===== src/assert_macros.svh =====
`ifndef ASSERT_MACROS_SVH
`define ASSERT_MACROS_SVH

// Check a property at every rising clock edge outside reset.
`define ASSERT_CLK(label, prop, msg) \
    label: assert property (@(posedge clk) disable iff (!rst_n) (prop)) else $error(msg);

// Check that a condition implies another one in the next cycle.
`define ASSERT_NEXT(label, cond, prop, msg) \
    label: assert property (@(posedge clk) disable iff (!rst_n) (cond) |=> (prop)) \
        else $error(msg);

`endif


===== src/ilph_ram.sv =====
`timescale 1ns / 1ps
`default_nettype none

module ilph_ram #(
    parameter int WIDTH  = 8,
    parameter int ADDR_W = 4
) (
    input  wire logic              clk,
    input  wire logic              we,
    input  wire logic [ADDR_W-1:0] waddr,
    input  wire logic [WIDTH-1:0]  wdata,
    input  wire logic [ADDR_W-1:0] raddr,
    output logic      [WIDTH-1:0]  rdata
);

    logic [WIDTH-1:0] mem [2**ADDR_W];

    // Write one word, read one word with registered data
    always_ff @(posedge clk)
    begin
        if (we)
        begin
            mem[waddr] <= wdata;
        end
        rdata <= mem[raddr];
    end

endmodule

`default_nettype wire


===== config.mk =====
export PLATFORM = sky130hd
export DESIGN_NAME = ilph_ram
export DESIGN_NICKNAME = d
export VERILOG_FILES = /design/src/assert_macros.svh /design/src/ilph_ram.sv
export SDC_FILE = /design/constraint.sdc
export NUM_CORES = 1
export LEC_CHECK = 0
export BUFFER_PORTS_ARGS = -buffer_cell sky130_fd_sc_hd__buf_2
export CORE_ASPECT_RATIO = 0.75
export CORE_MARGIN = 1.5
export CORE_UTILIZATION = 40
export DETAILED_ROUTE_END_ITERATION = 10
export GPL_ROUTABILITY_DRIVEN = 0
export MAX_ROUTING_LAYER = met4
export SLEW_MARGIN = 30
export SYNTH_ARGS = -nofsm -noshare
export SYNTH_HDL_FRONTEND = slang
export SYNTH_SLANG_ARGS = --single-unit

===== constraint.sdc =====
create_clock -name clk -period 2.1 [get_ports clk]
set_input_delay 0.63 -clock clk [delete_from_list [all_inputs] [get_ports clk]]
set_output_delay 0.63 -clock clk [all_outputs]
set_load 0.01 [all_outputs]

==> summary.md <==
| Metric | Value |
|---|---|
| Outcome | completed |
| Startpoint Class | input port |
| Crit path capture type | flop |
| Worst hold path type | input port to flop |
| Pre-Repair DR Iteration Count | 4 |
| Synth Warn # | 0 |
| Asr flop ratio synth | 0 |
| CTS H-tree lvls | 4 |
| Synth area leader | edfxtp_1 |
| Post-synth top area share | 0.7467 |
| Cell area power density | between 1000 and 1500 nW/um^2 |
| Final core utilization | 0.4957 |
| Synth top cells by count | 128 x edfxtp_1, 18 x mux4_2, 16 x a22oi_1 |
| DR iter-0 viols | around 160 |
| Die width | approximately 130 um |
| Critical path cell sequence | buf_2 > buf_4 > mux4_1 > a22oi_1 > nand2_1 |
| Final Critical Period | 1636 ps |
| Initial antenna violation count | 0 |
| Worst path buffer plus inverter count | 2 |
| Die footprint | 13570 um^2 |
| Hold Fails Final Rpt | 0 |
| #FFs+latches synth | between 100 and 150 |
| Fmax | between 600 and 700 MHz |
| Combinational Power Share | 0.046 |
| Finish-stage setup viols | 0 |
| CTS tree | done |
| Overall Global Routing Usage | 0.1655 |
| PostCTS Resize Cnt | 0 |
| Net Switching | 0.001376 W |
| Sink Count | about 140 |
| DR vias/cell | roughly 5.2 |
| Nets | between 300 and 400 |
| Drt wl/cell | 20.59 um |
| Final period utilization | 0.7789 |
| Slowest cell on the critical path | mux4_1 |
| Fin Clk Skew | around 8 ps |
| Worst Max-Slew Pin Slew | roughly 770 ps |
| Clock buffer depth | 2 |
| Data arrival, critical path | 1940 ps |
| Proportion of layout cells with a drive suffix above 1 | 0.3300 |
| # DRC | 0 |
| PortBufs | 25 |
| Clock slew at reported path FFs | approximately 60 ps |
| Mapped Area | between 5000 and 6000 um^2 |
| Most used DFF post-synth | edfxtp_1 |
| Area of the multi-input gates | around 1100 um^2 |
| Setup TNS | 0 ps |
| Clock Root Buffer | clkbuf_16 |
| Initial Util | 0.4139 |
| Peak VDD IR | 0.6555 mV |
| ANT nets after route | 0 |
| Total of max-cap violations | 0 |
| Largest fanout on the critical path | 7 |
| RSZ-0062 raised after global routing | no |
| Final instance area | 6165 um^2 |
| CORE AREA | about 12000 um^2 |
| Max-slew violations | 0 |
| Dpl hpwl | about 6.4 mm |
| Reg power frac | 0.491 |
| Post-synthesis net count | 247 |
| DRT Wirelength | roughly 9.5 mm |
| Register area | roughly 4000 um^2 |
| Hold-fix buffers, CTS | 0 |
| TritonCTS Buffers | 17 |
| Clock Power Share | 0.463 |
| Syn-to-layout area delta | 19.76% |
| Post-Place Cell Area | 5582 um^2 |
| Post-CTS Setup Bufs | 0 |
| # IOs | 26 |
| Synth area leaders | edfxtp_1 75%, mux4_2 7.9%, mux4_1 7.1% |
| Clk Latency, worst-skew pair | roughly 400 ps |
| Distinct cell type count after synthesis | 19 |
| Fill count | 1037 |
| Crit-path leading delay family | multiplexers |
| Grt total ovfl | 0 |
| Synth Instances | roughly 230 |
| Max transition margin | 0.4831 |
| Largest stage delay, worst path | approximately 560 ps |
| Setup Crit Path Kind | input port to flop |
| Pin count of the biggest net entering global routing | 33 |
| Post-synth EDFFs | between 100 and 150 |
| Register area share after synthesis | 0.7778 |
| Internal Power | between 0.004 and 0.005 W |
| Die height | approximately 100 um |
| # rows | 35 |
| Vias in the first global route | about 2500 |
| Antenna cells | 0 |
| Via count | 2401 |
| Syn_area_per_cell | about 22 um^2 |
| Worst path required time | 2400 ps |
| LEAKAGE | between 2 and 2.5 nW |
| Net Sw Frac | 0.2215 |
| Top-count cell post-synth | edfxtp_1 |
| Global-route wire length before repair | around 15 mm |
==> sequential cells by signal, indices dropped and copies added (netlist names) <==
| register | cells |
|---|---|
| mem | 128 |
| rdata | 8 |
==> cell usage in the layout (no fill, tap or decap), drive strengths merged, types with 4 or more instances in the layout <==
| cell type | netlist | routed |
|---|---|---|
| nand2 | 9 | 9 |
| dfxtp | 8 | 8 |
| nor2 | 13 | 13 |
| a22oi | 16 | 16 |
| nor3 | 4 | 4 |
| buf | 7 | 46 |
| mux4 | 32 | 32 |
| edfxtp | 128 | 128 |
| clkbuf | 0 | 17 |
| inv | 0 | 9 |
==> worst reg2reg max path: cells and delay by family, from the launching register on <==
family,cells,cell delay [ps]
AOI/OAI and AO/OA,1,270
DFF,1,390
muxes,1,510
and+or+nand+nor,1,90
==> final timing paths <==
path,cells after the start,to,slack (ps),startpoint
min reg2reg,3,rdata[0]$_DFF_P_,680,mem[13][0]$_DFFE_PP_
max reg2reg,3,rdata[3]$_DFF_P_,740,mem[0][3]$_DFFE_PP_
max,5,rdata[0]$_DFF_P_,460,raddr[0]
min,1,mem[13][4]$_DFFE_PP_,600,wdata[4]
==> stage by stage <==
step	hold WS (ps)	std cells	total power (W)	setup WS, ps
CTS	583.8	463	0.006273	448.0
global placement	663.5	431	0.003393	29.49
detailed placement	665.2	431	0.003401	8.240
global route	589.3	463	0.006442	385.4
floorplan	629.3	229	0.003267	203.9
finish	595.8	463	0.006212	464.3
==> power groups by stage <==
stage	registers (W)	logic (W)	clock network, W
detailed placement	0.00311	0.000290	0
global route	0.00306	0.000313	0.00307
global placement	0.00311	0.000284	0
CTS	0.00305	0.000290	0.00293
finish	0.00305	0.000285	0.00288
floorplan	0.00311	0.000154	0
==> routing by layer <==
metal,share of wire,global-route usage,wire (um)
met1,0.48,0.2252,4615
met4,0.0091,0.05268,87
met3,0.064,0.06306,608
met5,0,-,0
met2,0.44,0.2304,4220
==> layout make-up <==
class / instances / share of cell area
clock buffer: 17 / 0.06901
clock inverter: 15 / 0.02557
multi-input combinational: 83 / 0.1723
sequential: 136 / 0.6495
tap: 166 / 0.03369
timing repair buffer: 46 / 0.04993
==> kinds of logic (layout without fill, tap and decap cells) <==
kind of cell | after synthesis | in the layout | share of synthesized area
AND/OR/NAND/NOR | 35 | 35 | 0.03184
buffers and inverters | 10 | 78 | 0.01677
flip-flops | 136 | 136 | 0.7778
AO/OA/AOI/OAI | 16 | 16 | 0.02334
multiplexers | 32 | 32 | 0.1502
Power figures use the tool's default switching activity.
