==> src/assert_macros.svh <==
`ifndef ASSERT_MACROS_SVH
`define ASSERT_MACROS_SVH

// Check a property at every rising clock edge outside reset.
`define ASSERT_CLK(label, prop, msg) \
    label: assert property (@(posedge clk) disable iff (!rst_n) (prop)) else $error(msg);

// Check that a condition implies another one in the next cycle.
`define ASSERT_NEXT(label, cond, prop, msg) \
    label: assert property (@(posedge clk) disable iff (!rst_n) (cond) |=> (prop)) \
        else $error(msg);

`endif

==> src/ilph_pkg.sv <==
`timescale 1ns / 1ps
`default_nettype none

package ilph_pkg;

    localparam int MAX_LINES      = 256;
    localparam int NUM_DIRS       = 2;
    localparam int PRIORITY_WIDTH = 16;

    localparam int LINE_W     = 8;
    localparam int DIR_W      = 2;
    localparam int FUNC_W     = 2;
    localparam int CFG_W      = 9;
    localparam int CFG_IDX_W  = 2;
    localparam int HEAP_DEPTH = NUM_DIRS * MAX_LINES;
    localparam int ADDR_W     = $clog2(HEAP_DEPTH);
    localparam int SLOT_W     = 10;

    localparam logic [PRIORITY_WIDTH-1:0] PRIO_MAX = {PRIORITY_WIDTH{1'b1}};
    localparam logic [PRIORITY_WIDTH-1:0] BUMP     = PRIORITY_WIDTH'(4);

    // Operation codes
    localparam logic [FUNC_W-1:0] FUNC_ADD   = 2'd0;
    localparam logic [FUNC_W-1:0] FUNC_POP   = 2'd1;
    localparam logic [FUNC_W-1:0] FUNC_FLUSH = 2'd2;

    // Register indexes
    localparam logic [CFG_IDX_W-1:0] CFG_LINES_DIR0 = 2'd0;
    localparam logic [CFG_IDX_W-1:0] CFG_LINES_DIR1 = 2'd1;
    localparam logic [CFG_IDX_W-1:0] CFG_LINES_DIR2 = 2'd2;

    typedef struct packed {
        logic [FUNC_W-1:0] func;
        logic [DIR_W-1:0]  direction;
        logic [LINE_W-1:0] line_index;
    } in_item_t;

    typedef struct packed {
        logic              found;
        logic [DIR_W-1:0]  out_direction;
        logic [LINE_W-1:0] out_line;
        logic              was_queued;
        logic [SLOT_W-1:0] queue_length;
    } out_item_t;

    typedef struct packed {
        logic [PRIORITY_WIDTH-1:0] prio;
        logic [DIR_W-1:0]          dir;
        logic [LINE_W-1:0]         line;
    } entry_t;

    localparam int ENTRY_W = $bits(entry_t);

    typedef struct packed {
        logic [CFG_W-1:0] lines_dir0;
        logic [CFG_W-1:0] lines_dir1;
        logic [CFG_W-1:0] lines_dir2;
    } lines_cfg_t;

    typedef struct packed {
        logic              heap_we;
        logic [ADDR_W-1:0] heap_waddr;
        entry_t            heap_wdata;
        logic [ADDR_W-1:0] heap_raddr0;
        logic [ADDR_W-1:0] heap_raddr1;
        logic              slot_we;
        logic [ADDR_W-1:0] slot_waddr;
        logic [SLOT_W-1:0] slot_wdata;
        logic [ADDR_W-1:0] slot_raddr;
    } mem_req_t;

    // Position-table address of a line
    function automatic logic [ADDR_W-1:0] key_of(input logic [DIR_W-1:0] dir,
                                                 input logic [LINE_W-1:0] line);
        logic [31:0] k;
        k = 32'(dir) * 32'(MAX_LINES) + 32'(line);
        return k[ADDR_W-1:0];
    endfunction

    // Distance of a line from the middle of its direction
    function automatic logic [PRIORITY_WIDTH-1:0] edge_prio(input logic [CFG_W-1:0] n,
                                                          input logic [LINE_W-1:0] line);
        logic [CFG_W-1:0] half;
        logic [CFG_W-1:0] ln;
        logic [CFG_W-1:0] d;
        half = n >> 1;
        ln   = CFG_W'(line);
        d    = (half >= ln) ? (half - ln) : (ln - half);
        return PRIORITY_WIDTH'(d);
    endfunction

endpackage

`default_nettype wire

==> src/ilph_ctrl.sv <==
`timescale 1ns / 1ps
`default_nettype none

module ilph_ctrl (
    input  wire logic                     clk,
    input  wire logic                     rst_n,
    input  wire logic                     in_valid,
    output logic                          in_stall,
    input  wire ilph_pkg::in_item_t       in_item,
    output logic                          out_valid,
    input  wire logic                     out_stall,
    output ilph_pkg::out_item_t           out_item,
    input  wire ilph_pkg::lines_cfg_t     cfg,
    output ilph_pkg::mem_req_t            mem_req,
    input  wire ilph_pkg::entry_t         heap_rdata0,
    input  wire ilph_pkg::entry_t         heap_rdata1,
    input  wire logic [ilph_pkg::SLOT_W-1:0] slot_rdata
);

    typedef enum logic [3:0] {
        S_IDLE,
        S_ADD_SLOT,
        S_ADD_HEAP,
        S_ADD_CHK,
        S_POP_LD,
        S_UP_RD,
        S_UP_CMP,
        S_DN_RD,
        S_DN_CMP,
        S_PLACE,
        S_FINISH
    } state_t;

    state_t                             state_reg;
    logic [ilph_pkg::SLOT_W-1:0]        count_reg;
    logic [ilph_pkg::SLOT_W-1:0]        slot_reg;
    ilph_pkg::entry_t                   cur_reg;
    ilph_pkg::in_item_t                 item_reg;
    logic [ilph_pkg::ADDR_W-1:0]        key_reg;
    logic                               queued_reg;
    logic                               found_reg;
    logic [ilph_pkg::DIR_W-1:0]         pop_dir_reg;
    logic [ilph_pkg::LINE_W-1:0]        pop_line_reg;
    logic                               out_valid_reg;
    ilph_pkg::out_item_t                out_item_reg;

    logic                               accept;
    logic [ilph_pkg::SLOT_W:0]          left_pos;
    logic [ilph_pkg::SLOT_W:0]          right_pos;
    logic                               left_in;
    logic                               right_in;
    logic                               take_left;
    logic                               take_right;
    logic [ilph_pkg::PRIORITY_WIDTH-1:0] big_prio;
    logic                               up_swap;
    logic                               slot_hit;
    logic                               key_match;
    logic                               room;
    logic [ilph_pkg::CFG_W-1:0]         dir_lines;
    ilph_pkg::entry_t                   new_entry;
    ilph_pkg::entry_t                   bumped;

    assign accept    = in_valid && (state_reg == S_IDLE);
    assign in_stall  = (state_reg != S_IDLE);
    assign out_valid = out_valid_reg;
    assign out_item  = out_item_reg;

    // Decode the shared compare unit
    always_comb
    begin
        left_pos   = {slot_reg, 1'b0};
        right_pos  = left_pos + 1'b1;
        left_in    = (left_pos <= {1'b0, count_reg});
        right_in   = (right_pos <= {1'b0, count_reg});
        take_left  = left_in && (heap_rdata0.prio > cur_reg.prio);
        big_prio   = take_left ? heap_rdata0.prio : cur_reg.prio;
        take_right = right_in && (heap_rdata1.prio > big_prio);
        up_swap    = (heap_rdata0.prio < cur_reg.prio);
        slot_hit   = (slot_rdata != '0) && (slot_rdata <= count_reg);
        key_match  = (heap_rdata0.dir == item_reg.direction)
                     && (heap_rdata0.line == item_reg.line_index);
        room       = (count_reg < ilph_pkg::SLOT_W'(ilph_pkg::HEAP_DEPTH));
        case (item_reg.direction)
            2'd0:    dir_lines = cfg.lines_dir0;
            2'd1:    dir_lines = cfg.lines_dir1;
            default: dir_lines = cfg.lines_dir2;
        endcase
        new_entry.prio = ilph_pkg::edge_prio(dir_lines, item_reg.line_index);
        new_entry.dir  = item_reg.direction;
        new_entry.line = item_reg.line_index;
        bumped         = heap_rdata0;
        bumped.prio    = (heap_rdata0.prio > (ilph_pkg::PRIO_MAX - ilph_pkg::BUMP))
                         ? ilph_pkg::PRIO_MAX : heap_rdata0.prio + ilph_pkg::BUMP;
    end

    // Drive memory reads and writes from the sequencer state
    always_comb
    begin
        mem_req             = '0;
        mem_req.heap_wdata  = cur_reg;
        mem_req.slot_raddr  = key_reg;
        mem_req.heap_waddr  = ilph_pkg::ADDR_W'(slot_reg - 1'b1);
        mem_req.slot_wdata  = slot_reg;
        mem_req.slot_waddr  = ilph_pkg::key_of(cur_reg.dir, cur_reg.line);
        case (state_reg)
            S_IDLE:
            begin
                mem_req.heap_raddr0 = '0;
                mem_req.heap_raddr1 = ilph_pkg::ADDR_W'(count_reg - 1'b1);
            end
            S_ADD_HEAP:
            begin
                mem_req.heap_raddr0 = ilph_pkg::ADDR_W'(slot_rdata - 1'b1);
            end
            S_UP_RD:
            begin
                mem_req.heap_raddr0 = ilph_pkg::ADDR_W'((slot_reg >> 1) - 1'b1);
            end
            S_UP_CMP:
            begin
                if (up_swap)
                begin
                    mem_req.heap_we    = 1'b1;
                    mem_req.heap_wdata = heap_rdata0;
                    mem_req.slot_we    = 1'b1;
                    mem_req.slot_waddr = ilph_pkg::key_of(heap_rdata0.dir, heap_rdata0.line);
                end
            end
            S_DN_RD:
            begin
                mem_req.heap_raddr0 = ilph_pkg::ADDR_W'(left_pos - 1'b1);
                mem_req.heap_raddr1 = ilph_pkg::ADDR_W'(left_pos);
            end
            S_DN_CMP:
            begin
                if (take_right)
                begin
                    mem_req.heap_we    = 1'b1;
                    mem_req.heap_wdata = heap_rdata1;
                    mem_req.slot_we    = 1'b1;
                    mem_req.slot_waddr = ilph_pkg::key_of(heap_rdata1.dir, heap_rdata1.line);
                end
                else if (take_left)
                begin
                    mem_req.heap_we    = 1'b1;
                    mem_req.heap_wdata = heap_rdata0;
                    mem_req.slot_we    = 1'b1;
                    mem_req.slot_waddr = ilph_pkg::key_of(heap_rdata0.dir, heap_rdata0.line);
                end
            end
            S_PLACE:
            begin
                mem_req.heap_we = 1'b1;
                mem_req.slot_we = 1'b1;
            end
            default:
            begin
                mem_req.heap_raddr0 = '0;
            end
        endcase
    end

    // Sequence one item through the heap
    always_ff @(posedge clk or negedge rst_n)
    begin
        if (!rst_n)
        begin
            state_reg     <= S_IDLE;
            count_reg     <= '0;
            out_valid_reg <= 1'b0;
            slot_reg      <= '0;
            queued_reg    <= 1'b0;
            found_reg     <= 1'b0;
        end
        else
        begin
            // Drop the result once taken, unless a new one replaces it
            if (out_valid_reg && !out_stall && (state_reg != S_FINISH))
            begin
                out_valid_reg <= 1'b0;
            end
            case (state_reg)
                S_IDLE:
                begin
                    if (accept)
                    begin
                        item_reg     <= in_item;
                        key_reg      <= ilph_pkg::key_of(in_item.direction, in_item.line_index);
                        queued_reg   <= 1'b0;
                        found_reg    <= 1'b0;
                        pop_dir_reg  <= '0;
                        pop_line_reg <= '0;
                        case (in_item.func)
                            ilph_pkg::FUNC_ADD:
                            begin
                                if (32'(in_item.direction) < ilph_pkg::NUM_DIRS)
                                begin
                                    state_reg <= S_ADD_SLOT;
                                end
                                else
                                begin
                                    state_reg <= S_FINISH;
                                end
                            end
                            ilph_pkg::FUNC_POP:
                            begin
                                state_reg <= (count_reg == '0) ? S_FINISH : S_POP_LD;
                            end
                            ilph_pkg::FUNC_FLUSH:
                            begin
                                count_reg <= '0;
                                state_reg <= S_FINISH;
                            end
                            default:
                            begin
                                state_reg <= S_FINISH;
                            end
                        endcase
                    end
                end
                S_ADD_SLOT:
                begin
                    state_reg <= S_ADD_HEAP;
                end
                S_ADD_HEAP, S_ADD_CHK:
                begin
                    if ((state_reg == S_ADD_HEAP) && slot_hit)
                    begin
                        slot_reg  <= slot_rdata;
                        state_reg <= S_ADD_CHK;
                    end
                    else if ((state_reg == S_ADD_CHK) && key_match)
                    begin
                        cur_reg    <= bumped;
                        queued_reg <= 1'b1;
                        state_reg  <= S_UP_RD;
                    end
                    else if (room)
                    begin
                        count_reg <= count_reg + 1'b1;
                        slot_reg  <= count_reg + 1'b1;
                        cur_reg   <= new_entry;
                        state_reg <= S_UP_RD;
                    end
                    else
                    begin
                        state_reg <= S_FINISH;
                    end
                end
                S_POP_LD:
                begin
                    found_reg    <= 1'b1;
                    pop_dir_reg  <= heap_rdata0.dir;
                    pop_line_reg <= heap_rdata0.line;
                    count_reg    <= count_reg - 1'b1;
                    cur_reg      <= heap_rdata1;
                    slot_reg     <= ilph_pkg::SLOT_W'(1);
                    state_reg    <= (count_reg == ilph_pkg::SLOT_W'(1)) ? S_FINISH : S_DN_RD;
                end
                S_UP_RD:
                begin
                    state_reg <= (slot_reg == ilph_pkg::SLOT_W'(1)) ? S_PLACE : S_UP_CMP;
                end
                S_UP_CMP:
                begin
                    if (up_swap)
                    begin
                        slot_reg  <= slot_reg >> 1;
                        state_reg <= S_UP_RD;
                    end
                    else
                    begin
                        state_reg <= S_PLACE;
                    end
                end
                S_DN_RD:
                begin
                    state_reg <= left_in ? S_DN_CMP : S_PLACE;
                end
                S_DN_CMP:
                begin
                    if (take_right)
                    begin
                        slot_reg  <= right_pos[ilph_pkg::SLOT_W-1:0];
                        state_reg <= S_DN_RD;
                    end
                    else if (take_left)
                    begin
                        slot_reg  <= left_pos[ilph_pkg::SLOT_W-1:0];
                        state_reg <= S_DN_RD;
                    end
                    else
                    begin
                        state_reg <= S_PLACE;
                    end
                end
                S_PLACE:
                begin
                    state_reg <= S_FINISH;
                end
                S_FINISH:
                begin
                    if (!out_valid_reg || !out_stall)
                    begin
                        out_valid_reg              <= 1'b1;
                        out_item_reg.found         <= found_reg;
                        out_item_reg.out_direction <= pop_dir_reg;
                        out_item_reg.out_line      <= pop_line_reg;
                        out_item_reg.was_queued    <= queued_reg;
                        out_item_reg.queue_length  <= count_reg;
                        state_reg                  <= S_IDLE;
                    end
                end
                default:
                begin
                    state_reg <= S_IDLE;
                end
            endcase
        end
    end

endmodule

`default_nettype wire

==> config.mk <==
export PLATFORM = sky130hd
export DESIGN_NAME = ilph_ctrl
export DESIGN_NICKNAME = d
export VERILOG_FILES = /design/src/assert_macros.svh /design/src/ilph_pkg.sv /design/src/ilph_ctrl.sv
export SDC_FILE = /design/constraint.sdc
export NUM_CORES = 1
export LEC_CHECK = 0
export ABC_AREA = 1
export BUFFER_PORTS_ARGS = -buffer_cell sky130_fd_sc_hd__buf_2
export CAP_MARGIN = 20
export CORE_UTILIZATION = 35
export CTS_CLUSTER_SIZE = 24
export DETAILED_ROUTE_END_ITERATION = 16
export SYNTH_ARGS = -nofsm -noshare
export SYNTH_HDL_FRONTEND = slang
export SYNTH_SLANG_ARGS = --single-unit
==> constraint.sdc <==
create_clock -name clk -period 6.9 [get_ports clk]
set_input_delay 0.345 -clock clk [delete_from_list [all_inputs] [get_ports clk]]
set_output_delay 0.345 -clock clk [all_outputs]
set_load 0.005 [all_outputs]
==> report_table.html, run 1 <==
<table>
<tr><th>Metric</th><th>Value</th></tr>
<tr><th colspan="2">Critical path</th></tr>
<tr><td>Required time of the critical path</td><td>6.55 ns</td></tr>
<tr><td>Crit path largest cell delay</td><td>just over 0.6 ns</td></tr>
<tr><td>Slowest cell on the critical path</td><td>nand2_2</td></tr>
<tr><td>Cell Chain, Critical Path</td><td>inv_1, ha_1, nand4_2, nor2_2, nand4_1, nand2_2, nand3_4, nand2_2, nand2_1, ha_1, nand2_1, nor2_1, nand2_1, nor2_1, nand2_1, nand3_1, nor2_1, nor2_4, nand2_4, nor2_1, nor2_1, a21oi_1, buf_2</td></tr>
<tr><td>Largest fanout of any net on the critical path</td><td>29</td></tr>
<tr><td>Worst Setup End Kind</td><td>output port</td></tr>
<tr><td>Start-to-end type of the worst setup path</td><td>register to output port</td></tr>
<tr><td>Buffers plus inverters on the worst setup path</td><td>2</td></tr>
<tr><td>CP arrival</td><td>~5.7 ns</td></tr>
<tr><td>Kind of cell adding the most delay to the critical path</td><td>simple AND/OR/NAND/NOR gates</td></tr>
<tr><td>Library cell appearing most often on the critical path</td><td>nor2_1</td></tr>
<tr><td>Category of the worst setup path launch point</td><td>register</td></tr>
<tr><th colspan="2">Logic synthesis</th></tr>
<tr><td>Total of warnings raised by yosys</td><td>0</td></tr>
<tr><td>Flop and latch count out of synthesis</td><td>95</td></tr>
<tr><td>Most frequently used flop master after synthesis</td><td>edfxtp_1</td></tr>
<tr><td>Gate Count Post-Synth</td><td>about 1400</td></tr>
<tr><td>Cell taking the most area after synthesis</td><td>edfxtp_1</td></tr>
<tr><td>Cell area after synthesis</td><td>between 0.009 and 0.01 sq mm</td></tr>
<tr><td>Sequential fraction of the synthesis area</td><td>roughly 28%</td></tr>
<tr><td>Number of distinct library cell variants in the gate-level netlist after synthesis</td><td>50</td></tr>
<tr><td>Leading post-synthesis cells by instance count</td><td>370 x nand2_1, 199 x inv_1, 147 x nor2_1, 124 x nand3_1, 77 x ha_1</td></tr>
<tr><td>Number of enable-type register cells in the synthesized netlist</td><td>a little under 70</td></tr>
<tr><td>Leading cell type by number of instances after synthesis</td><td>nand2_1</td></tr>
<tr><td>Post-synth net total</td><td>1612</td></tr>
<tr><td>Top area cells in the synthesized netlist</td><td>edfxtp_1 21%, nand2_1 14%, ha_1 10%</td></tr>
<tr><td>Mapped Avg Cell Area</td><td>around 6.8 sq um</td></tr>
<tr><td>Fraction of registers with async set or reset after synthesis</td><td>approximately 28%</td></tr>
<tr><td>Share of the synthesized area in the top cell type</td><td>a little over a fifth</td></tr>
<tr><th colspan="2">Power and ir drop</th></tr>
<tr><td>Leakage power figure</td><td>just under 6 nW</td></tr>
<tr><td>Total design power</td><td>~4.7 mW</td></tr>
<tr><td>Maximum vdd ir drop</td><td>around 0.33 mV</td></tr>
<tr><td>P per Cell Area</td><td>around 420 mW/mm^2</td></tr>
<tr><th colspan="2">Detailed routing</th></tr>
<tr><td>DRC violations left</td><td>0</td></tr>
<tr><td>Post-route ant nets</td><td>0</td></tr>
<tr><td>Length of routed wiring on met1</td><td>roughly 15000 microns</td></tr>
<tr><td>Number of detailed-route iterations in the first pass</td><td>6</td></tr>
<tr><td>Met3 Routed Length</td><td>between 2000 and 3000 microns</td></tr>
<tr><td>Initial detailed-routing violation count</td><td>around 800</td></tr>
<tr><td>Via density per instance</td><td>roughly 5.2</td></tr>
<tr><td>Top Metal Used</td><td>met4</td></tr>
<tr><td>Routed length per instance</td><td>approximately 17 microns</td></tr>
<tr><td>Wirelength, routed</td><td>33300 microns</td></tr>
<tr><td>Vias</td><td>10042</td></tr>
<tr><td>WL met2</td><td>roughly 15000 microns</td></tr>
<tr><th colspan="2">Place</th></tr>
<tr><td>Half-perimeter wire length after detailed placement</td><td>about 25000 microns</td></tr>
<tr><td>I/O Buffers</td><td>around 210</td></tr>
<tr><td>Placer Congestion</td><td>just under 1</td></tr>
<tr><th colspan="2">STA</th></tr>
<tr><td>Fin Clk Skew</td><td>0.0156 ns</td></tr>
<tr><td>Hold violation count in the final report</td><td>0</td></tr>
<tr><td>Max-Slew Margin vs Limit</td><td>between 30% and 40%</td></tr>
<tr><td>Time the worst path needs with I/O delays and setup</td><td>~6.0 ns</td></tr>
<tr><td>Transition time at the pin with the least slew margin</td><td>approximately 1.0 ns</td></tr>
<tr><td>Fin crit share</td><td>slightly below 90%</td></tr>
<tr><td>Pins over their slew limit</td><td>0</td></tr>
<tr><td>Summed negative setup slack over all endpoints</td><td>0 ns</td></tr>
<tr><td>Count of final setup violators</td><td>0</td></tr>
<tr><td>Setup repair after global routing missed its margin</td><td>false</td></tr>
<tr><td>Maximum clock frequency</td><td>~170 MHz</td></tr>
<tr><th colspan="2">Die</th></tr>
<tr><td>Initial core utilization</td><td>between 30% and 40%</td></tr>
<tr><td>Std-Cell Core Area</td><td>0.0270 sq mm</td></tr>
<tr><td>Rows</td><td>60</td></tr>
<tr><td>Area enclosed by the die boundary</td><td>roughly 0.028 sq mm</td></tr>
<tr><td>Chip Width</td><td>between 150 and 200 microns</td></tr>
<tr><td>Number of I/O pins</td><td>about 210</td></tr>
<tr><td>Chip Height</td><td>about 170 microns</td></tr>
<tr><th colspan="2">Outcome</th></tr>
<tr><td>Status</td><td>complete, no violations</td></tr>
<tr><th colspan="2">Flow run</th></tr>
<tr><td># Max-Cap Violations</td><td>0</td></tr>
<tr><th colspan="2">Clocking</th></tr>
<tr><td>Clock-pin slew of the registers on the worst-case setup and hold paths</td><td>around 0.07 ns</td></tr>
<tr><td>Clk Latency, worst-skew pair</td><td>0.36 ns</td></tr>
<tr><td>CTS tree</td><td>done</td></tr>
<tr><td>Post-CTS setup buffer count</td><td>0</td></tr>
<tr><td>Clock tree root driver cell</td><td>clkbuf_16</td></tr>
<tr><td>Total clock buffers created by CTS</td><td>9</td></tr>
<tr><td>Max clock buf depth</td><td>2</td></tr>
<tr><td>Count of clock tree sinks</td><td>95</td></tr>
<tr><td>Post-cts repair resize count</td><td>0</td></tr>
<tr><td>Hold bufs inserted after CTS</td><td>0</td></tr>
<tr><td>H-tree depth reported by CTS</td><td>3</td></tr>
<tr><th colspan="2">Global route</th></tr>
<tr><td>Global router's overall resource usage</td><td>around a quarter</td></tr>
<tr><td>Total congestion overflow after global routing</td><td>0</td></tr>
<tr><td>Number of global-route vias before repair</td><td>9308</td></tr>
<tr><td>Initial antenna violation count</td><td>1</td></tr>
<tr><td>Global-route wire length before repair</td><td>about 51000 microns</td></tr>
<tr><td>Maximum number of pins on one net before global-route repair</td><td>between 40 and 50</td></tr>
<tr><th colspan="2">Hold path</th></tr>
<tr><td>Worst hold-check path type</td><td>primary input to asynchronous set/reset pin</td></tr>
<tr><th colspan="2">Final layout</th></tr>
<tr><td>Final net count</td><td>1770</td></tr>
<tr><td>Layout overhead on the synthesized area</td><td>15.1%</td></tr>
<tr><td>Flip-flop count of the largest register after layout</td><td>26</td></tr>
<tr><td>Share of post-route cells with drive strength above 1</td><td>between 10% and 20%</td></tr>
</table>
==> stage by stage <==
step | utilization [%] | worst slack, ns | instances | instance area, sq um | hold slack (ns)
CTS | 41.1 | 0.933 | 1932 | 11100 | 0.0691
global route | 41.1 | 0.482 | 1933 | 11100 | 0.0891
finish | 41.1 | 0.854 | 1933 | 11100 | 0.0420
floorplan | - | 3.05 | 1428 | 9650 | 0.0494
global placement | 39.9 | 1.41 | 1915 | 10800 | 0.402
detailed placement | 40.0 | 1.36 | 1916 | 10800 | 0.409
==> path summary, 6_finish.rpt <==
check	slack (ns)	start	to	cells past startpoint
min in group clk	0.16	in_item[8]	item_reg[8]	1
max in group asynchronous	6.39	rst_n	count_reg[8]	1
worst min register to register	0.42	pop_dir_reg[0]	out_item[19]	0
worst max register to register	1.45	count_reg[9]	slot_reg[7]	22
worst min-delay path	0.04	rst_n	out_valid	1
worst max-delay path	0.85	count_reg[9]	mem_req[58]	23
==> cell families (layout without fill, tap and decap cells) <==
group                      Yosys count  count (layout)  share of synthesized area [%]
AOI/OAI and AO/OA                  208             208                           12.4
xor gates and xnor gates            46              46                           4.17
adders and majority gates           79              79                           10.4
buffers and inverters              276             439                           12.2
DFF                                 95              95                           28.1
other                                0               1                              0
and+or+nand+nor                    724             724                           32.7
==> cells in the final DEF (no fill, tap or decap), drive strengths merged <==
cell type    n
nand2      382
buf        216
inv        211
nor2       156
nand3      126
ha          77
a21oi       70
o21ai       69
edfxtp      68
xor2        38
nand4       38
dfrtp       27
o22ai       25
a22oi       15
o21bai      11
and2         9
clkbuf       9
nor3         9
xnor2        8
a21o         5
o211ai       3
a31oi        3
a32o         2
fa           2
nor4         2
clkinv       2
diode        1
or2          1
a221oi       1
a41oi        1
o31ai        1
o21a         1
a21boi       1
nand3b       1
bufinv       1
==> power by group <==
part,switching (mW),internal [mW],total [mW]
combinational,2.17,1.05,3.22
sequential,0.133,0.785,0.918
clock,0.258,0.290,0.548
==> final cells by class <==
cell class                 count  area (sq um)
timing repair buffer         216          1100
inverter                     207           777
clock inverter                 7          87.6
multi-input combinational   1057          5770
antenna                        1          2.50
fill                        2879         15900
clock buffer                   9           225
tap                          341           427
sequential                    95          2720
==> worst register-to-register path, delay by kind of cell, from the launching register on <==
family | cells | cell delay [ns]
adders and majority gates | 2 | 0.66
buffers and inverters | 1 | 0.18
DFF | 1 | 0.48
and+or+nand+nor | 19 | 4.09
==> routing by layer <==
layer  vias up  GRT usage [%]
met4         0           7.63
met3        54           4.40
met1      4573           31.1
met2       439           37.8
met5         -              0
li1       4976              -
Power figures use the tool's default switching activity.
==> inputs of run 2 (changes only) <==
--- a/config.mk
+++ b/config.mk
@@ -6,11 +6,13 @@
 export NUM_CORES = 1
 export LEC_CHECK = 0
 export ABC_AREA = 1
-export BUFFER_PORTS_ARGS = -buffer_cell sky130_fd_sc_hd__buf_2
+export BUFFER_PORTS_ARGS = -buffer_cell sky130_fd_sc_hd__buf_4
 export CAP_MARGIN = 20
 export CORE_UTILIZATION = 35
 export CTS_CLUSTER_SIZE = 24
 export DETAILED_ROUTE_END_ITERATION = 16
+export PLACE_DENSITY = 0.55
+export SLEW_MARGIN = 20
 export SYNTH_ARGS = -nofsm -noshare
 export SYNTH_HDL_FRONTEND = slang
 export SYNTH_SLANG_ARGS = --single-unit
==> run 2 against run 1 <==
  * Sequential power is 1% higher
  * Wire length is 2.0% higher
  * Via count is 0.34% higher
  * Register-to-register slack better by 0.09 ns
  * Clock power is 0.9% lower
  * Clock-buffer cell count stayed put
  * Combinational power is 4% higher
  * Sequential share of layout area is 1.1 points lower
  * Final cell count hardly changed
  * Critical path type unchanged
  * Largest cell class unchanged
==> report_table.html, run 2 (same netlist as run 1, synthesis figures left out) <==
<table>
<tr><th>Metric</th><th>Value</th></tr>
<tr><th colspan="2">Outcome</th></tr>
<tr><td>Status</td><td>complete, no violations</td></tr>
<tr><th colspan="2">STA</th></tr>
<tr><td>Hold violation count in the final report</td><td>0</td></tr>
<tr><td>Count of final setup violators</td><td>0</td></tr>
<tr><td>Max-Slew Margin vs Limit</td><td>25.8%</td></tr>
<tr><td>Worst path setup slack after routing</td><td>roughly 0.9 ns</td></tr>
<tr><td>Fin Clk Skew</td><td>0.0146 ns</td></tr>
<tr><td>Setup repair after global routing missed its margin</td><td>false</td></tr>
<tr><td>Time the worst path needs with I/O delays and setup</td><td>roughly 6 ns</td></tr>
<tr><td>Fin crit share</td><td>just under 90%</td></tr>
<tr><td>Transition time at the pin with the least slew margin</td><td>1.11 ns</td></tr>
<tr><td>Maximum clock frequency</td><td>approximately 170 MHz</td></tr>
<tr><td>Summed negative setup slack over all endpoints</td><td>0 ns</td></tr>
<tr><td>Pins over their slew limit</td><td>0</td></tr>
<tr><th colspan="2">Clocking</th></tr>
<tr><td>Clk Latency, worst-skew pair</td><td>0.37 ns</td></tr>
<tr><td>Max clock buf depth</td><td>2</td></tr>
<tr><td>Clock-pin slew of the registers on the worst-case setup and hold paths</td><td>roughly 0.09 ns</td></tr>
<tr><td>Total clock buffers created by CTS</td><td>9</td></tr>
<tr><td>Count of clock tree sinks</td><td>95</td></tr>
<tr><td>H-tree depth reported by CTS</td><td>3</td></tr>
<tr><td>Post-CTS setup buffer count</td><td>0</td></tr>
<tr><td>CTS tree</td><td>done</td></tr>
<tr><td>Clock tree root driver cell</td><td>clkbuf_16</td></tr>
<tr><th colspan="2">Place</th></tr>
<tr><td>I/O Buffers</td><td>208</td></tr>
<tr><td>Inst Count DP</td><td>1915</td></tr>
<tr><td>Half-perimeter wire length after detailed placement</td><td>between 20000 and 30000 microns</td></tr>
<tr><td>Placer Congestion</td><td>around 0.93</td></tr>
<tr><td>Placement-stage worst setup slack</td><td>~1.3 ns</td></tr>
<tr><th colspan="2">Die</th></tr>
<tr><td>Rows</td><td>60</td></tr>
<tr><td>Chip Width</td><td>168 microns</td></tr>
<tr><td>Area enclosed by the die boundary</td><td>~0.028 sq mm</td></tr>
<tr><td>Initial core utilization</td><td>35.7%</td></tr>
<tr><td>Chip Height</td><td>168 microns</td></tr>
<tr><td>Number of I/O pins</td><td>212</td></tr>
<tr><td>Std-Cell Core Area</td><td>between 0.02 and 0.03 sq mm</td></tr>
<tr><th colspan="2">Detailed routing</th></tr>
<tr><td>Post-route ant nets</td><td>0</td></tr>
<tr><td>Vias</td><td>10076</td></tr>
<tr><td>Number of detailed-route iterations in the first pass</td><td>5</td></tr>
<tr><td>Initial detailed-routing violation count</td><td>740</td></tr>
<tr><td>Via density per instance</td><td>roughly 5.2</td></tr>
<tr><td>Routed length per instance</td><td>17.6 microns</td></tr>
<tr><td>Wirelength, routed</td><td>about 34000 microns</td></tr>
<tr><td>DRC violations left</td><td>0</td></tr>
<tr><th colspan="2">Critical path</th></tr>
<tr><td>Number of logic stages on the critical path including buffering</td><td>23</td></tr>
<tr><td>Minimum setup slack among reg-to-reg paths</td><td>1.54 ns</td></tr>
<tr><td>Largest fanout of any net on the critical path</td><td>29</td></tr>
<tr><td>Buffers plus inverters on the worst setup path</td><td>2</td></tr>
<tr><td>Cell Chain, Critical Path</td><td>inv_1, ha_1, nand4_2, nor2_2, nand4_1, nand2_2, nand3_4, nand2_1, nand2_1, ha_1, nand2_1, nor2_1, nand2_1, nor2_1, nand2_1, nand3_1, nor2_1, nor2_4, nand2_4, nor2_1, nor2_1, a21oi_1, buf_4</td></tr>
<tr><td>Kind of cell adding the most delay to the critical path</td><td>simple AND/OR/NAND/NOR gates</td></tr>
<tr><td>Critical register-to-register path endpoint</td><td>slot_reg[6]</td></tr>
<tr><td>Launch point of the worst reg-to-reg path</td><td>count_reg[9]</td></tr>
<tr><td>Slowest cell on the critical path</td><td>nand2_2</td></tr>
<tr><td>Worst Setup End Kind</td><td>output port</td></tr>
<tr><td>Crit path largest cell delay</td><td>about 0.57 ns</td></tr>
<tr><td>Worst setup endpoint</td><td>mem_req[57]</td></tr>
<tr><td>CP arrival</td><td>5.68 ns</td></tr>
<tr><td>Required time of the critical path</td><td>between 6 and 7 ns</td></tr>
<tr><td>Category of the worst setup path launch point</td><td>register</td></tr>
<tr><td>Path depth of the worst reg2reg path</td><td>22</td></tr>
<tr><td>Origin of the worst setup path</td><td>count_reg[9]</td></tr>
<tr><td>Start-to-end type of the worst setup path</td><td>register to output port</td></tr>
<tr><th colspan="2">Global route</th></tr>
<tr><td>Maximum number of pins on one net before global-route repair</td><td>44</td></tr>
<tr><td>Global router's overall resource usage</td><td>between 20% and 30%</td></tr>
<tr><td>Initial antenna violation count</td><td>0</td></tr>
<tr><td>Total congestion overflow after global routing</td><td>0</td></tr>
<tr><td>Global-route wire length before repair</td><td>53200 microns</td></tr>
<tr><td>Number of global-route vias before repair</td><td>around 9600</td></tr>
<tr><th colspan="2">Power and ir drop</th></tr>
<tr><td>P per Cell Area</td><td>around 410 mW/mm^2</td></tr>
<tr><td>Leakage power figure</td><td>a little under 6 nW</td></tr>
<tr><td>Combinational share of power</td><td>between 60% and 70%</td></tr>
<tr><td>Internal Dissipation</td><td>2.25 mW</td></tr>
<tr><td>Proportion of total power due to net switching</td><td>a little over half</td></tr>
<tr><td>Total design power</td><td>4.82 mW</td></tr>
<tr><td>Proportion of power drawn by the clock network</td><td>11.3%</td></tr>
<tr><td>Sequential cell fraction of total power</td><td>19.3%</td></tr>
<tr><td>Switching power summed over all nets</td><td>2.57 mW</td></tr>
<tr><td>Maximum vdd ir drop</td><td>about 0.26 mV</td></tr>
<tr><th colspan="2">Hold path</th></tr>
<tr><td>Worst hold-check path type</td><td>primary input to register</td></tr>
<tr><th colspan="2">Final layout</th></tr>
<tr><td>Layout overhead on the synthesized area</td><td>20.5%</td></tr>
<tr><td>Final net count</td><td>approximately 1800</td></tr>
<tr><td>Flip-flop count of the largest register after layout</td><td>26</td></tr>
<tr><td>Commonest cells after routing, fill and taps aside</td><td>370 x nand2_1, 215 x buf_4, 199 x inv_1, 146 x nor2_1, 124 x nand3_1</td></tr>
<tr><td>Share of post-route cells with drive strength above 1</td><td>about 17%</td></tr>
<tr><td>Commonest non-fill, non-tap cell in the layout</td><td>nand2_1</td></tr>
<tr><td>Final std cells w/o fill</td><td>1932</td></tr>
<tr><td>Layout Utilization</td><td>approximately 43%</td></tr>
<tr><td>Antenna cell count</td><td>0</td></tr>
<tr><th colspan="2">Flow run</th></tr>
<tr><td># Max-Cap Violations</td><td>0</td></tr>
</table>
## run 2: cell types whose count changed in the layout (fill, tap and decap cells not counted), sizes merged
cell | before | now
bufinv | 1 | 0
inv | 211 | 210
diode | 1 | 0
clkinv | 2 | 4
dlygate4sd3 | 0 | 1
buf | 216 | 215
## run 2: how the worst min path moves through the flow
| stage | start | to | slack [ns] | cells past startpoint |
|---|---|---|---|---|
| after floorplan | rst_n | count_reg[0] | 0.05 | 0 |
| after global placement | rst_n | found_reg | 0.32 | 1 |
| after detailed placement | rst_n | found_reg | 0.33 | 1 |
| after CTS | in_item[0] | item_reg[0] | 0.14 | 1 |
| after global routing | in_item[5] | item_reg[5] | 0.14 | 1 |
| final | in_item[3] | item_reg[3] | 0.15 | 1 |
## run 2: timing repair
item                                   CTS  global route
gates resized for setup                  0             0
hold buffers                             1             0
endpoints found under the hold margin   27             0
## run 2: area by class of cell
class | instances | area [sq um]
tap | 341 | 427
clock buffer | 9 | 225
fill | 2877 | 15400
clock inverter | 7 | 83.8
multi-input combinational | 1057 | 5770
inverter | 207 | 777
sequential | 95 | 2720
timing repair buffer | 216 | 1620
## run 2: power groups by stage
| stage | Clock (mW) | Sequential, mW | Combinational (mW) |
|---|---|---|---|
| finish | 0.543 | 0.929 | 3.35 |
| global route | 0.579 | 0.947 | 3.77 |
| CTS | 0.555 | 0.928 | 3.35 |
| detailed placement | 0 | 0.940 | 3.33 |
| global placement | 0 | 0.936 | 3.30 |
| floorplan | 0 | 0.886 | 2.28 |
## run 2: routing by layer
layer,track usage (%),part of all wire (%),vias to the layer above
li1,-,-,4978
met1,33.1,46,4635
met2,39.5,45,414
met3,2.75,6.5,49
met4,7.98,2.7,0
met5,0,0,-
## run 2: per-stage QoR
step / hold WS, ns / cell area (sq um)
after global placement: 0.318 / 11300
after detailed placement: 0.326 / 11300
after floorplan: 0.0494 / 9650
after CTS: 0.139 / 11600
after global routing: 0.141 / 11600
final: 0.147 / 11600
==> inputs of run 3 (changes only) <==
--- a/config.mk
+++ b/config.mk
@@ -8,10 +8,10 @@
 export ABC_AREA = 1
 export BUFFER_PORTS_ARGS = -buffer_cell sky130_fd_sc_hd__buf_4
 export CAP_MARGIN = 20
-export CORE_UTILIZATION = 35
+export CORE_UTILIZATION = 46
 export CTS_CLUSTER_SIZE = 24
 export DETAILED_ROUTE_END_ITERATION = 16
-export PLACE_DENSITY = 0.55
+export PLACE_DENSITY = 0.68
 export SLEW_MARGIN = 20
 export SYNTH_ARGS = -nofsm -noshare
 export SYNTH_HDL_FRONTEND = slang
==> run 3 against run 2 <==
  * Worst setup slack better by 0.15 ns
  * Sequential share of layout area up 0.24 points
  * Clock-buffer cell count unchanged
  * Clock skew down 0.0031 ns
  * Global-route usage up 5.5 points
==> report_table.html, run 3 (same netlist as run 1, synthesis figures left out) <==
<table>
<tr><th>Metric</th><th>Value</th></tr>
<tr><th colspan="2">Outcome</th></tr>
<tr><td>Status</td><td>complete, no violations</td></tr>
<tr><th colspan="2">Critical path</th></tr>
<tr><td>Library cell appearing most often on the critical path</td><td>nor2_1</td></tr>
<tr><td>Cell Chain, Critical Path</td><td>inv_1, ha_1, nand4_2, nor2_2, nand4_1, nand2_2, nand3_4, nand2_2, nand2_1, ha_1, nand2_1, nor2_1, nand2_1, nor2_1, nand2_1, nand3_1, nor2_1, nor2_4, nand2_4, nor2_1, nor2_1, a21oi_1, buf_4</td></tr>
<tr><td>Start-to-end type of the worst setup path</td><td>register to output port</td></tr>
<tr><td>Buffers plus inverters on the worst setup path</td><td>2</td></tr>
<tr><td>Required time of the critical path</td><td>around 6.6 ns</td></tr>
<tr><td>Kind of cell adding the most delay to the critical path</td><td>simple AND/OR/NAND/NOR gates</td></tr>
<tr><td>Largest fanout of any net on the critical path</td><td>29</td></tr>
<tr><td>Origin of the worst setup path</td><td>count_reg[9]</td></tr>
<tr><td>Launch point of the worst reg-to-reg path</td><td>count_reg[9]</td></tr>
<tr><td>Crit path largest cell delay</td><td>roughly 0.55 ns</td></tr>
<tr><td>Minimum setup slack among reg-to-reg paths</td><td>roughly 1.6 ns</td></tr>
<tr><td>CP arrival</td><td>5.53 ns</td></tr>
<tr><td>Category of the worst setup path launch point</td><td>register</td></tr>
<tr><td>Worst Setup End Kind</td><td>output port</td></tr>
<tr><td>Slowest cell on the critical path</td><td>nand2_2</td></tr>
<tr><th colspan="2">Flow run</th></tr>
<tr><td># Max-Cap Violations</td><td>0</td></tr>
<tr><th colspan="2">STA</th></tr>
<tr><td>Pins over their slew limit</td><td>0</td></tr>
<tr><td>Fin Clk Skew</td><td>~0.012 ns</td></tr>
<tr><td>Summed negative setup slack over all endpoints</td><td>0 ns</td></tr>
<tr><td>Count of final setup violators</td><td>0</td></tr>
<tr><td>Transition time at the pin with the least slew margin</td><td>1.01 ns</td></tr>
<tr><td>Worst hold slack</td><td>between 0.15 and 0.2 ns</td></tr>
<tr><td>Fin crit share</td><td>between 80% and 90%</td></tr>
<tr><td>Time the worst path needs with I/O delays and setup</td><td>~5.9 ns</td></tr>
<tr><td>Max-Slew Margin vs Limit</td><td>about a third</td></tr>
<tr><td>Setup repair after global routing missed its margin</td><td>false</td></tr>
<tr><td>Hold violation count in the final report</td><td>0</td></tr>
<tr><td>Maximum clock frequency</td><td>between 150 and 200 MHz</td></tr>
<tr><th colspan="2">Clocking</th></tr>
<tr><td>Max clock buf depth</td><td>2</td></tr>
<tr><td>Clock-pin slew of the registers on the worst-case setup and hold paths</td><td>roughly 0.080 ns</td></tr>
<tr><td>Hold bufs inserted after CTS</td><td>1</td></tr>
<tr><td>H-tree depth reported by CTS</td><td>3</td></tr>
<tr><td>Clk Latency, worst-skew pair</td><td>0.37 ns</td></tr>
<tr><td>Total clock buffers created by CTS</td><td>9</td></tr>
<tr><td>Post-CTS setup buffer count</td><td>0</td></tr>
<tr><td>CTS tree</td><td>done</td></tr>
<tr><td>Clock tree root driver cell</td><td>clkbuf_16</td></tr>
<tr><td>Count of clock tree sinks</td><td>95</td></tr>
<tr><td>Post-cts repair resize count</td><td>0</td></tr>
<tr><th colspan="2">Power and ir drop</th></tr>
<tr><td>Proportion of power drawn by the clock network</td><td>roughly a tenth</td></tr>
<tr><td>Proportion of total power due to net switching</td><td>52.9%</td></tr>
<tr><td>P per Cell Area</td><td>between 400 and 500 mW/mm^2</td></tr>
<tr><td>Total design power</td><td>4.75 mW</td></tr>
<tr><td>Internal Dissipation</td><td>approximately 2.2 mW</td></tr>
<tr><td>Combinational share of power</td><td>69.8%</td></tr>
<tr><td>Switching power summed over all nets</td><td>roughly 2.5 mW</td></tr>
<tr><td>Sequential cell fraction of total power</td><td>19.5%</td></tr>
<tr><td>Leakage power figure</td><td>5.92 nW</td></tr>
<tr><td>Maximum vdd ir drop</td><td>between 0.3 and 0.4 mV</td></tr>
<tr><th colspan="2">Final layout</th></tr>
<tr><td>Final std cells w/o fill</td><td>around 1900</td></tr>
<tr><td>Commonest cells after routing, fill and taps aside</td><td>370 x nand2_1, 214 x buf_4, 199 x inv_1, 146 x nor2_1, 124 x nand3_1</td></tr>
<tr><td>Commonest non-fill, non-tap cell in the layout</td><td>nand2_1</td></tr>
<tr><td>Layout overhead on the synthesized area</td><td>19.2%</td></tr>
<tr><td>Final net count</td><td>around 1800</td></tr>
<tr><td>Flip-flop count of the largest register after layout</td><td>26</td></tr>
<tr><td>Antenna cell count</td><td>0</td></tr>
<tr><td>Share of post-route cells with drive strength above 1</td><td>between 10% and 20%</td></tr>
<tr><td>Design area</td><td>between 0.01 and 0.015 sq mm</td></tr>
<tr><th colspan="2">Detailed routing</th></tr>
<tr><td>Post-route ant nets</td><td>0</td></tr>
<tr><td>Number of detailed-route iterations in the first pass</td><td>5</td></tr>
<tr><td>Wirelength, routed</td><td>31900 microns</td></tr>
<tr><td>Initial detailed-routing violation count</td><td>approximately 800</td></tr>
<tr><td>Vias</td><td>approximately 10000</td></tr>
<tr><td>Via density per instance</td><td>~5.5</td></tr>
<tr><td>DRC violations left</td><td>0</td></tr>
<tr><td>Routed length per instance</td><td>~17 microns</td></tr>
<tr><th colspan="2">Hold path</th></tr>
<tr><td>Launch instance of the worst min-delay path</td><td>in_item[8]</td></tr>
<tr><td>Worst hold-check path type</td><td>primary input to register</td></tr>
<tr><th colspan="2">Global route</th></tr>
<tr><td>Total congestion overflow after global routing</td><td>0</td></tr>
<tr><td>Initial antenna violation count</td><td>0</td></tr>
<tr><td>Maximum number of pins on one net before global-route repair</td><td>44</td></tr>
<tr><td>Global-route wire length before repair</td><td>around 50000 microns</td></tr>
<tr><td>Global router's overall resource usage</td><td>just under 30%</td></tr>
<tr><td>Number of global-route vias before repair</td><td>between 9000 and 10000</td></tr>
<tr><th colspan="2">Die</th></tr>
<tr><td>Rows</td><td>52</td></tr>
<tr><td>Std-Cell Core Area</td><td>0.0204 sq mm</td></tr>
<tr><td>Area enclosed by the die boundary</td><td>about 0.022 sq mm</td></tr>
<tr><td>Chip Width</td><td>approximately 150 microns</td></tr>
<tr><td>Chip Height</td><td>147 microns</td></tr>
<tr><td>Number of I/O pins</td><td>roughly 210</td></tr>
<tr><td>Initial core utilization</td><td>47.3%</td></tr>
<tr><th colspan="2">Place</th></tr>
<tr><td>Total cell area at the placement stage</td><td>between 0.01 and 0.015 sq mm</td></tr>
<tr><td>Inst Count DP</td><td>1843</td></tr>
<tr><td>I/O Buffers</td><td>approximately 210</td></tr>
<tr><td>Placer Congestion</td><td>approximately 0.95</td></tr>
<tr><td>Half-perimeter wire length after detailed placement</td><td>24100 microns</td></tr>
</table>
run 3: cell types whose count changed in the layout (fill, tap and decap cells not counted):
cell / change
buf_4: -1
clkinv_2: +1
clkinv_4: -1
clkinv_8: -1
clkinvlp_4: +1
inv_6: +3
inv_8: -3
run 3: worst reg2reg max path: stages (launching register included):
cell     delay [ns]
dfrtp_1        0.48
inv_1          0.18
ha_1           0.36
nand4_2        0.13
nor2_2         0.16
nand4_1        0.14
nand2_2        0.55
nand3_4        0.56
nand2_2        0.20
nand2_1        0.07
ha_1           0.29
nand2_1        0.09
nor2_1         0.20
nand2_1        0.09
nor2_1         0.15
nand2_1        0.10
nand4_1        0.09
nand3_1        0.46
nand3_1        0.34
nand2_1        0.14
nor2_4         0.27
nand2_1        0.10
nand2_1        0.08
run 3: metal layers:
metal | up-vias | part of all wire (%) | global-route usage (%)
met5 | - | 0 | 0
met3 | 52 | 8.8 | 5.19
li1 | 4966 | - | -
met4 | 0 | 2.1 | 8.70
met2 | 499 | 47 | 49.6
met1 | 4629 | 42 | 38.9
run 3: path summary, 6_finish.rpt:
check                                to  cells past startpoint
min reg2reg                out_item[18]                      0
max                         mem_req[58]                     23
min                         item_reg[8]                      1
max in group asynchronous  state_reg[3]                      2
min in group asynchronous     found_reg                      2
max reg2reg                 slot_reg[2]                     22
run 3: area by class of cell:
class	instances	area, sq um
multi-input cells	1057	5770
flip-flops and latches	95	2720
clock buffers	9	225
inverters	207	777
clock inverters	7	63.8
repair buffers	215	1620
well taps	270	338
fillers	2028	8920
run 3: power by group through the flow:
stage          Sequential, mW  Clock, mW  Combinational (mW)
6_report                0.927      0.509                3.32
5_1_grt                 0.944      0.537                3.69
4_1_cts                 0.922      0.512                3.28
3_5_place_dp            0.934          0                3.27
3_3_place_gp            0.930          0                3.22
2_1_floorplan           0.886          0                2.28
run 3: per-stage QoR:
step	setup WS [ns]	util (%)
2_1_floorplan	3.05	-
3_3_place_gp	1.53	54.9
3_5_place_dp	1.52	54.9
4_1_cts	1.12	56.4
5_1_grt	0.533	56.4
6_report	1.03	56.4
